==> config.mk <==
export PLATFORM = sky130hd
export DESIGN_NAME = char_lcd_shadow_buffer
export DESIGN_NICKNAME = d
export VERILOG_FILES = /design/src/sv/clsb_pkg.sv /design/src/sv/char_lcd_shadow_buffer.sv /design/src/sv/clsb_cell_mem.sv /design/src/sv/clsb_cursor.sv
export SDC_FILE = /design/constraint.sdc
export NUM_CORES = 1
export LEC_CHECK = 0
export BUFFER_PORTS_ARGS = -buffer_cell sky130_fd_sc_hd__buf_2
export CORE_AREA = 2 2 254 256
export CTS_CLUSTER_DIAMETER = 80
export DETAILED_ROUTE_END_ITERATION = 8
export DIE_AREA = 0 0 256 258
export HOLD_SLACK_MARGIN = 0.1
export PLACE_DENSITY = 0.52
export SYNTH_ARGS = -nofsm -noshare
export SYNTH_HDL_FRONTEND = slang
export SYNTH_SLANG_ARGS = --single-unit
==> constraint.sdc <==
create_clock -name clk -period 4.9 [get_ports clk]
set_clock_uncertainty 0.2 [all_clocks]
set_input_delay 0.245 -clock clk [delete_from_list [all_inputs] [get_ports clk]]
set_output_delay 0.245 -clock clk [all_outputs]
set_load 0.1 [all_outputs]
==> src/sv/clsb_pkg.sv <==
// Shared constants, types and request codes for the character display shadow buffer.
// No dependencies; every other file imports this package.
`default_nettype none

package clsb_pkg;

  localparam int ROWS    = 5;
  localparam int COLS    = 9;
  localparam int CELLS   = ROWS * COLS;
  localparam int CELL_W  = (CELLS > 1) ? $clog2(CELLS) : 1;
  localparam int ROW_MAX = 15;

  localparam logic [7:0] BLANK = 8'h20;

  typedef logic [CELL_W-1:0] cell_idx_t;

  typedef enum logic [2:0] {
    REQ_PUT   = 3'd0,
    REQ_BS    = 3'd1,
    REQ_GOTO  = 3'd2,
    REQ_CLEAR = 3'd3,
    REQ_SYNC  = 3'd4
  } req_t;

  // Contents of one display cell.
  typedef struct packed {
    logic [7:0] chr;
    logic       dirty;
  } cell_t;

  // One write into the cell memory.
  typedef struct packed {
    logic      we;
    cell_idx_t addr;
    cell_t     data;
  } mem_wr_t;

  // What an edit request does to the cell memory.
  typedef struct packed {
    mem_wr_t wr;
    logic    wipe;
  } edit_t;

endpackage

`default_nettype wire

==> src/sv/char_lcd_shadow_buffer.sv <==
// Character display shadow buffer: top level with the sync scan sequencer.
// Edit requests never raise busy. A sync holds busy while the scan reads memory once per cell,
// then through a drain state and a final state.
// Results are single-cycle strobes; the receiver cannot stall them. Each write is held until
// the next dirty cell or the end of the scan shows whether it is the last one.
// Reset is synchronous and needs no clearing pass: valid flops make every cell a dirty space.
// Depends on clsb_pkg, clsb_cell_mem and clsb_cursor.
`default_nettype none

module char_lcd_shadow_buffer
  import clsb_pkg::*;
(
  input  wire logic       clk,
  input  wire logic       rst,
  input  wire logic       start,
  output logic            busy,
  input  wire logic [2:0] req_type,
  input  wire logic [7:0] char_code,
  input  wire logic [3:0] target_row,
  input  wire logic [3:0] target_col,
  output logic            strobe,
  output logic            has_write,
  output logic [2:0]      write_row,
  output logic [3:0]      write_col,
  output logic [7:0]      write_char,
  output logic            last
);

  typedef enum logic [1:0] {
    ST_IDLE,
    ST_SCAN,
    ST_DRAIN,
    ST_FIN
  } state_t;

  state_t     state;
  logic       go;
  edit_t      edit;
  mem_wr_t    scan_wr;
  mem_wr_t    mem_wr;
  logic       mem_re;
  cell_t      rdata;

  // Scan address and the row and column it stands for.
  cell_idx_t  scan_idx;
  logic [2:0] scan_row;
  logic [3:0] scan_col;

  // Cell whose read data is on rdata this cycle.
  logic       rd_pend;
  cell_idx_t  d_idx;
  logic [2:0] d_row;
  logic [3:0] d_col;

  // The most recent dirty cell found, not yet emitted.
  logic       hold_valid;
  logic [2:0] hold_row;
  logic [3:0] hold_col;
  logic [7:0] hold_char;

  logic       found;

  // A transaction is accepted whenever the scan is not running.
  assign go   = start && !busy;
  assign busy = (state != ST_IDLE);

  clsb_cursor u_cursor (
    .clk        (clk),
    .rst        (rst),
    .go         (go),
    .req_type   (req_type),
    .char_code  (char_code),
    .target_row (target_row),
    .target_col (target_col),
    .edit       (edit)
  );

  // The scan reads one cell a cycle. A dirty cell is written back clean in the cycle after its
  // read, while the next cell is being read, so the two never touch the same entry.
  assign mem_re = (state == ST_SCAN);
  assign found  = rd_pend && rdata.dirty;

  always_comb begin
    scan_wr      = '0;
    scan_wr.we   = found;
    scan_wr.addr = d_idx;
    scan_wr.data = cell_t'{chr: rdata.chr, dirty: 1'b0};
  end

  // Edits are accepted only while the scan is idle, so the two write sources never collide.
  assign mem_wr = busy ? scan_wr : edit.wr;

  clsb_cell_mem u_mem (
    .clk   (clk),
    .rst   (rst),
    .wr    (mem_wr),
    .wipe  (edit.wipe),
    .re    (mem_re),
    .raddr (scan_idx),
    .rdata (rdata)
  );

  always_ff @(posedge clk) begin
    if (rst) begin
      state      <= ST_IDLE;
      rd_pend    <= 1'b0;
      hold_valid <= 1'b0;
      strobe     <= 1'b0;
    end else begin
      strobe  <= 1'b0;
      rd_pend <= (state == ST_SCAN);
      d_idx   <= scan_idx;
      d_row   <= scan_row;
      d_col   <= scan_col;

      // A newly found dirty cell releases the one held before it, which is then not last.
      if (found) begin
        if (hold_valid) begin
          strobe     <= 1'b1;
          has_write  <= 1'b1;
          write_row  <= hold_row;
          write_col  <= hold_col;
          write_char <= hold_char;
          last       <= 1'b0;
        end
        hold_valid <= 1'b1;
        hold_row   <= d_row;
        hold_col   <= d_col;
        hold_char  <= rdata.chr;
      end

      unique case (state)
        ST_IDLE: begin
          if (go && (req_type == REQ_SYNC)) begin
            state      <= ST_SCAN;
            scan_idx   <= '0;
            scan_row   <= 3'd0;
            scan_col   <= 4'd0;
            hold_valid <= 1'b0;
          end
        end
        ST_SCAN: begin
          if (scan_idx == CELL_W'(CELLS - 1)) begin
            state <= ST_DRAIN;
          end
          scan_idx <= scan_idx + CELL_W'(1);
          if (scan_col == 4'(COLS - 1)) begin
            scan_col <= 4'd0;
            scan_row <= scan_row + 3'd1;
          end else begin
            scan_col <= scan_col + 4'd1;
          end
        end
        ST_DRAIN: begin
          state <= ST_FIN;
        end
        ST_FIN: begin
          // Emit the final held write, or the empty result when nothing was dirty.
          state      <= ST_IDLE;
          strobe     <= 1'b1;
          has_write  <= hold_valid;
          write_row  <= hold_valid ? hold_row : 3'd0;
          write_col  <= hold_valid ? hold_col : 4'd0;
          write_char <= hold_valid ? hold_char : 8'd0;
          last       <= 1'b1;
          hold_valid <= 1'b0;
        end
        default: begin
          state <= ST_IDLE;
        end
      endcase
    end
  end

  // The closing result of a sync is shown just as the sequencer returns to idle.
  a_last_at_idle : assert property (@(posedge clk) disable iff (rst)
    (strobe && last) |-> (state == ST_IDLE))
    else $error("last result shown while the scan is still running");

  // An empty result is always the only and final result of its sync.
  a_empty_is_last : assert property (@(posedge clk) disable iff (rst)
    (strobe && !has_write) |-> last)
    else $error("empty sync result not marked last");

  // Edit requests never produce a result.
  a_edit_silent : assert property (@(posedge clk) disable iff (rst)
    (go && (req_type != REQ_SYNC)) |=> !strobe)
    else $error("result produced by an edit request");

  // Only an accepted sync transaction starts the scan.
  a_busy_from_sync : assert property (@(posedge clk) disable iff (rst)
    $rose(busy) |-> $past(go && (req_type == REQ_SYNC)))
    else $error("scan started without a sync request");

endmodule

`default_nettype wire

==> src/sv/clsb_cell_mem.sv <==
// Cell memory: character and dirty bit per cell, one write and one registered read port.
// Valid flops overlay the reset contents (dirty space). Depends on clsb_pkg.
`default_nettype none

module clsb_cell_mem
  import clsb_pkg::*;
(
  input  wire logic      clk,
  input  wire logic      rst,
  input  wire mem_wr_t   wr,
  input  wire logic      wipe,
  input  wire logic      re,
  input  wire cell_idx_t raddr,
  output cell_t          rdata
);

  cell_t            mem [CELLS];
  logic [CELLS-1:0] valid;
  cell_t            rd_raw;
  logic             rd_hit;

  always_ff @(posedge clk) begin
    if (wr.we) begin
      mem[wr.addr] <= wr.data;
    end
    if (re) begin
      rd_raw <= mem[raddr];
    end
  end

  // An entry that was never written since reset or clear reads as a dirty space.
  always_ff @(posedge clk) begin
    if (rst || wipe) begin
      valid  <= '0;
      rd_hit <= 1'b0;
    end else begin
      if (re) begin
        rd_hit <= valid[raddr];
      end
      if (wr.we) begin
        valid[wr.addr] <= 1'b1;
      end
    end
  end

  assign rdata = rd_hit ? rd_raw : cell_t'{chr: BLANK, dirty: 1'b1};

endmodule

`default_nettype wire

==> src/sv/clsb_cursor.sv <==
// Cursor registers and the edit requests: put char, backspace, goto and clear.
// Produces the single cell write or wipe an edit causes. Depends on clsb_pkg.
`default_nettype none

module clsb_cursor
  import clsb_pkg::*;
(
  input  wire logic       clk,
  input  wire logic       rst,
  input  wire logic       go,
  input  wire logic [2:0] req_type,
  input  wire logic [7:0] char_code,
  input  wire logic [3:0] target_row,
  input  wire logic [3:0] target_col,
  output edit_t           edit
);

  logic [3:0] cursor_row, cursor_row_next;
  logic [3:0] cursor_col, cursor_col_next;
  logic [3:0] bs_row, bs_col;
  logic       put_wrap;

  function automatic logic on_screen(logic [3:0] r, logic [3:0] c);
    return (5'(r) < 5'(ROWS)) && (5'(c) < 5'(COLS));
  endfunction

  function automatic cell_idx_t cell_index(logic [3:0] r, logic [3:0] c);
    logic [7:0] idx;
    idx = 8'(r) * 8'(COLS) + 8'(c);
    return idx[CELL_W-1:0];
  endfunction

  assign put_wrap = (5'(cursor_col) + 5'd1) >= 5'(COLS);

  always_comb begin
    bs_row = cursor_row;
    bs_col = cursor_col;
    if (cursor_col != 4'd0) begin
      bs_col = cursor_col - 4'd1;
    end else if (cursor_row != 4'd0) begin
      bs_row = cursor_row - 4'd1;
      bs_col = 4'(COLS - 1);
    end
  end

  always_comb begin
    cursor_row_next = cursor_row;
    cursor_col_next = cursor_col;
    edit            = '0;
    if (go) begin
      unique case (req_t'(req_type))
        REQ_PUT: begin
          edit.wr.we   = on_screen(cursor_row, cursor_col);
          edit.wr.addr = cell_index(cursor_row, cursor_col);
          edit.wr.data = cell_t'{chr: char_code, dirty: 1'b1};
          if (put_wrap) begin
            cursor_col_next = 4'd0;
            if (cursor_row != 4'(ROW_MAX)) begin
              cursor_row_next = cursor_row + 4'd1;
            end
          end else begin
            cursor_col_next = cursor_col + 4'd1;
          end
        end
        REQ_BS: begin
          cursor_row_next = bs_row;
          cursor_col_next = bs_col;
          edit.wr.we      = on_screen(bs_row, bs_col);
          edit.wr.addr    = cell_index(bs_row, bs_col);
          edit.wr.data    = cell_t'{chr: BLANK, dirty: 1'b1};
        end
        REQ_GOTO: begin
          cursor_row_next = target_row;
          cursor_col_next = target_col;
        end
        REQ_CLEAR: begin
          cursor_row_next = 4'd0;
          cursor_col_next = 4'd0;
          edit.wipe       = 1'b1;
        end
        default: begin
        end
      endcase
    end
  end

  always_ff @(posedge clk) begin
    if (rst) begin
      cursor_row <= 4'd0;
      cursor_col <= 4'd0;
    end else begin
      cursor_row <= cursor_row_next;
      cursor_col <= cursor_col_next;
    end
  end

endmodule

`default_nettype wire
==> qor.yml <==
pwr:
  p_leak_nw: 8.68
  p_int_w: 0.00815
  swShare: 0.239
  comb_power_share: 0.103
  powerDensity_mw_per_mm2: 414
  vdd_ir_drop_max_uv: 256
  seqPwrFrac: 0.477
  clkPwrFrac: 0.420
  power.switching_w: 0.00257
status:
  status: "complete, no violations"
sta:
  post-route-period-util: 0.955
  max_slew_margin: 0.204
  fmax_mhz: 214
  tightest_slew_ns: 1.19
  worst_hold_slack_ns: 0.165
  hold_viol_final: 0
  slew_violations: 0
  grt_setup_unrepaired: "false"
  setup_viol: 0
  fin_crit_ns: 4.68
cells_and_area:
  most-common-layout-cells: "edfxtp_1 (472), mux4_2 (139), buf_4 (83)"
  nets: 1418
  final-instance-count-excl-fill: 2263
  layout-drive-gt1-share: 0.283
  insertedDiodeCount: 0
  final_common_cell: "edfxtp_1"
  fin_util: 0.407
  area_growth_pct: 17.7
  fillers: 5725
routing:
  totalWireLength_um: 52500
  drt_iter0_drc: 1030
  first_pass_iters: 4
  postRouteAntennaNets: 0
  num_vias: 11600
  drcViolationCount: 0
  drt-wirelength-per-cell_um: 23.2
  vias_per_cell: 5.11
clock_tree:
  cts_made_buffers: 57
  path_clk_slew_ns: 0.06
  root_buffer: "clkbuf_16"
  clock_sink_count: 531
  cts_tree: "built"
  h-tree-depth: 2
  clk_latency_ns: 0.61
  cts_buffer_depth: 3
die:
  start_util: 0.345
  placementRows: 93
  fp.dieH_um: 258
  num_io_pins: 41
  core-area_mm2: 0.0636
  die_width_um: 256
  dieArea_mm2: 0.0660
setup_path:
  setup.worst_path.class: "flip-flop to flip-flop"
  arrival_ns: 4.79
  cp_data_required_time_ns: 5.01
  cp_max_fo: 9
  cp_top_family: "simple AND/OR/NAND/NOR gates"
  path_cells: "inv_1 > ha_1 > or3b_2 > nand2_1 > xnor2_1 > ha_1 > ha_1 > ha_1 > a21oi_1 > xnor2_1 > a31oi_2 > buf_4 > nand4_1 > nor2_1 > buf_4"
  end_kind: "flip-flop"
  rrSetupSlack_ns: 0.22
  slowest_delay_ns: 0.49
  critPathBufInv: 3
  reg2reg_from: "u_cursor.cursor_row[1]$_SDFFE_PP0P_"
  slowest_stage: "or3b_2"
  reg2reg_to: "u_mem.mem[1][4]$_DFFE_PP_"
  ff2ff_path_depth: 15
  cpMostUsedCell: "ha_1"
  start_kind: "flip-flop"
logic_synthesis:
  synth_top_family_by_area: "multiplexers"
  synth_mux_area_frac: 0.151
  ys_warn_count: 0
  syn_area_mm2: 0.0220
  synthAdderAreaFrac: 0.0212
  yosysTopAreaCell: "edfxtp_1"
  yosysSeqAreaShare: 0.698
  synthSimpleGateAreaFrac: 0.0566
  synth_compound_area_frac: 0.0500
  async_flop_share: 0
  synth_nets: 1281
  synth-xor-area-share: 0.00620
  synth_area_leaders: "edfxtp_1 (64%), mux4_2 (14%), dfxtp_1 (5.4%)"
  postSynthCellCount: 1223
  ys_seq_elements: 531
  synth.avg_cell_area_um2: 18.0
  ys_types: 72
  synth-edff-count: 472
  ys.flop_type: "edfxtp_1"
  yosysTopAreaCellShare: 0.645
global_routing:
  grt_overflow: 0
  grt_max_degree: 76
  track_usage: 0.160
  grt_pass1_wl_um: 78700
  antenna_found_initial: 0
  grt_pass1_vias: 11900
worst_hold_path:
  worstHoldStart: "req_type[1]"
  hold_path_depth: 3
  min_to: "u_mem.valid[28]$_SDFFE_PP0P_"
  hold_path.class: "input port to flip-flop"
place:
  io_buffers: 40
  dp_hpwl_um: 32400
  place.gp.congestion: 0.857
  post-place-cells: 2138
job:
  drv_cap: 0
[worst max path at each step]
stage	from	end	slack, ns	depth (start not counted)
2_1_floorplan	u_cursor.cursor_col[0]$_SDFFE_PP0P_	u_mem.mem[16][0]$_DFFE_PP_	-0.11	16
3_3_place_gp	u_cursor.cursor_col[0]$_SDFFE_PP0P_	u_mem.mem[27][7]$_DFFE_PP_	0.12	14
3_5_place_dp	u_cursor.cursor_col[0]$_SDFFE_PP0P_	u_mem.mem[27][1]$_DFFE_PP_	0.07	14
4_1_cts	u_cursor.cursor_row[1]$_SDFFE_PP0P_	u_mem.mem[37][8]$_DFFE_PP_	0.06	15
5_1_grt	u_cursor.cursor_row[1]$_SDFFE_PP0P_	u_mem.mem[37][8]$_DFFE_PP_	0.004	15
6_report	u_cursor.cursor_row[1]$_SDFFE_PP0P_	u_mem.mem[1][4]$_DFFE_PP_	0.22	15
[cells by family (layout without fill, tap and decap cells)]
| group | Yosys count | count (layout) |
|---|---|---|
| compound gates | 156 | 156 |
| simple gates | 236 | 236 |
| xor+xnor | 14 | 14 |
| fa+ha+maj | 36 | 36 |
| flops | 531 | 531 |
| buf+inv | 93 | 278 |
| mux | 157 | 157 |
[power by group through the flow]
stage / Clock, W / Sequential (W) / Combinational (W)
detailed placement: 0 / 0.00520 / 0.00109
global route: 0.00479 / 0.00512 / 0.00121
floorplan: 0 / 0.00521 / 0.000697
CTS: 0.00461 / 0.00511 / 0.00111
finish: 0.00450 / 0.00511 / 0.00111
global placement: 0 / 0.00520 / 0.00108
[per-stage QoR]
step / total power (W) / cell area (µm²) / setup slack (ns) / TNS, ns
after floorplan: 0.00590 / 22000 / -0.113 / -15.72
after global placement: 0.00628 / 23700 / 0.119 / 0
after detailed placement: 0.00630 / 23700 / 0.0714 / 0
after CTS: 0.0108 / 25900 / 0.0561 / 0
after global routing: 0.0111 / 25900 / 0.00443 / 0
final: 0.0107 / 25900 / 0.223 / 0
[Yosys cell counts (21+ instances only)]
library cell,count
clkbuf_1,42
and2_1,32
dfxtp_1,59
nand2_1,53
mux4_2,139
a21oi_1,21
edfxtp_1,472
o21ai_0,49
inv_1,24
a22o_1,24
nor2_1,76
ha_1,34
[area by class of cell]
class	instances	area (µm²)	share of cell area
Sequential cell	531	15400	0.593
Multi-Input combinational cell	599	6300	0.243
Clock buffer	65	1530	0.0591
Timing Repair Buffer	145	1080	0.0419
Tap cell	855	1070	0.0413
Clock inverter	42	443	0.0171
Inverter	26	97.6	0.00377
[worst register-to-register path: cells and delay by family (launching register included)]
| kind | cells | cell delay (ns) |
|---|---|---|
| adder cells (fa/ha/maj) | 4 | 1.17 |
| AND/OR/NAND/NOR | 4 | 1.26 |
| buffers and inverters | 3 | 0.56 |
| AO/OA/AOI/OAI | 2 | 0.54 |
| flip-flops | 1 | 0.38 |
| XOR/XNOR | 2 | 0.27 |
[layer usage]
layer  global-route usage  wire, µm  up-vias
met5                    0         0        -
met4               0.0494      1290        0
met3               0.0240      2210       71
met2                0.263     25400      275
met1                0.220     23500     6030
li1                     -         -     5194
[sequential cells by signal, indices dropped and copies added (netlist names), 6 cells and up]
register,cells
d_idx,6
hold_char,8
scan_idx,6
u_mem.mem,405
u_mem.rd_raw,9
u_mem.valid,45
write_char,8
[what timing repair did]
| action | CTS | global route |
|---|---|---|
| endpoints found under the setup margin | 0 | 287 |
| gates resized for setup | 0 | 5 |
| endpoints found under the hold margin | 19 | 0 |
| hold buffers | 18 | 0 |
| buffers inserted | 0 | 0 |
Power figures use the tool's default switching activity.
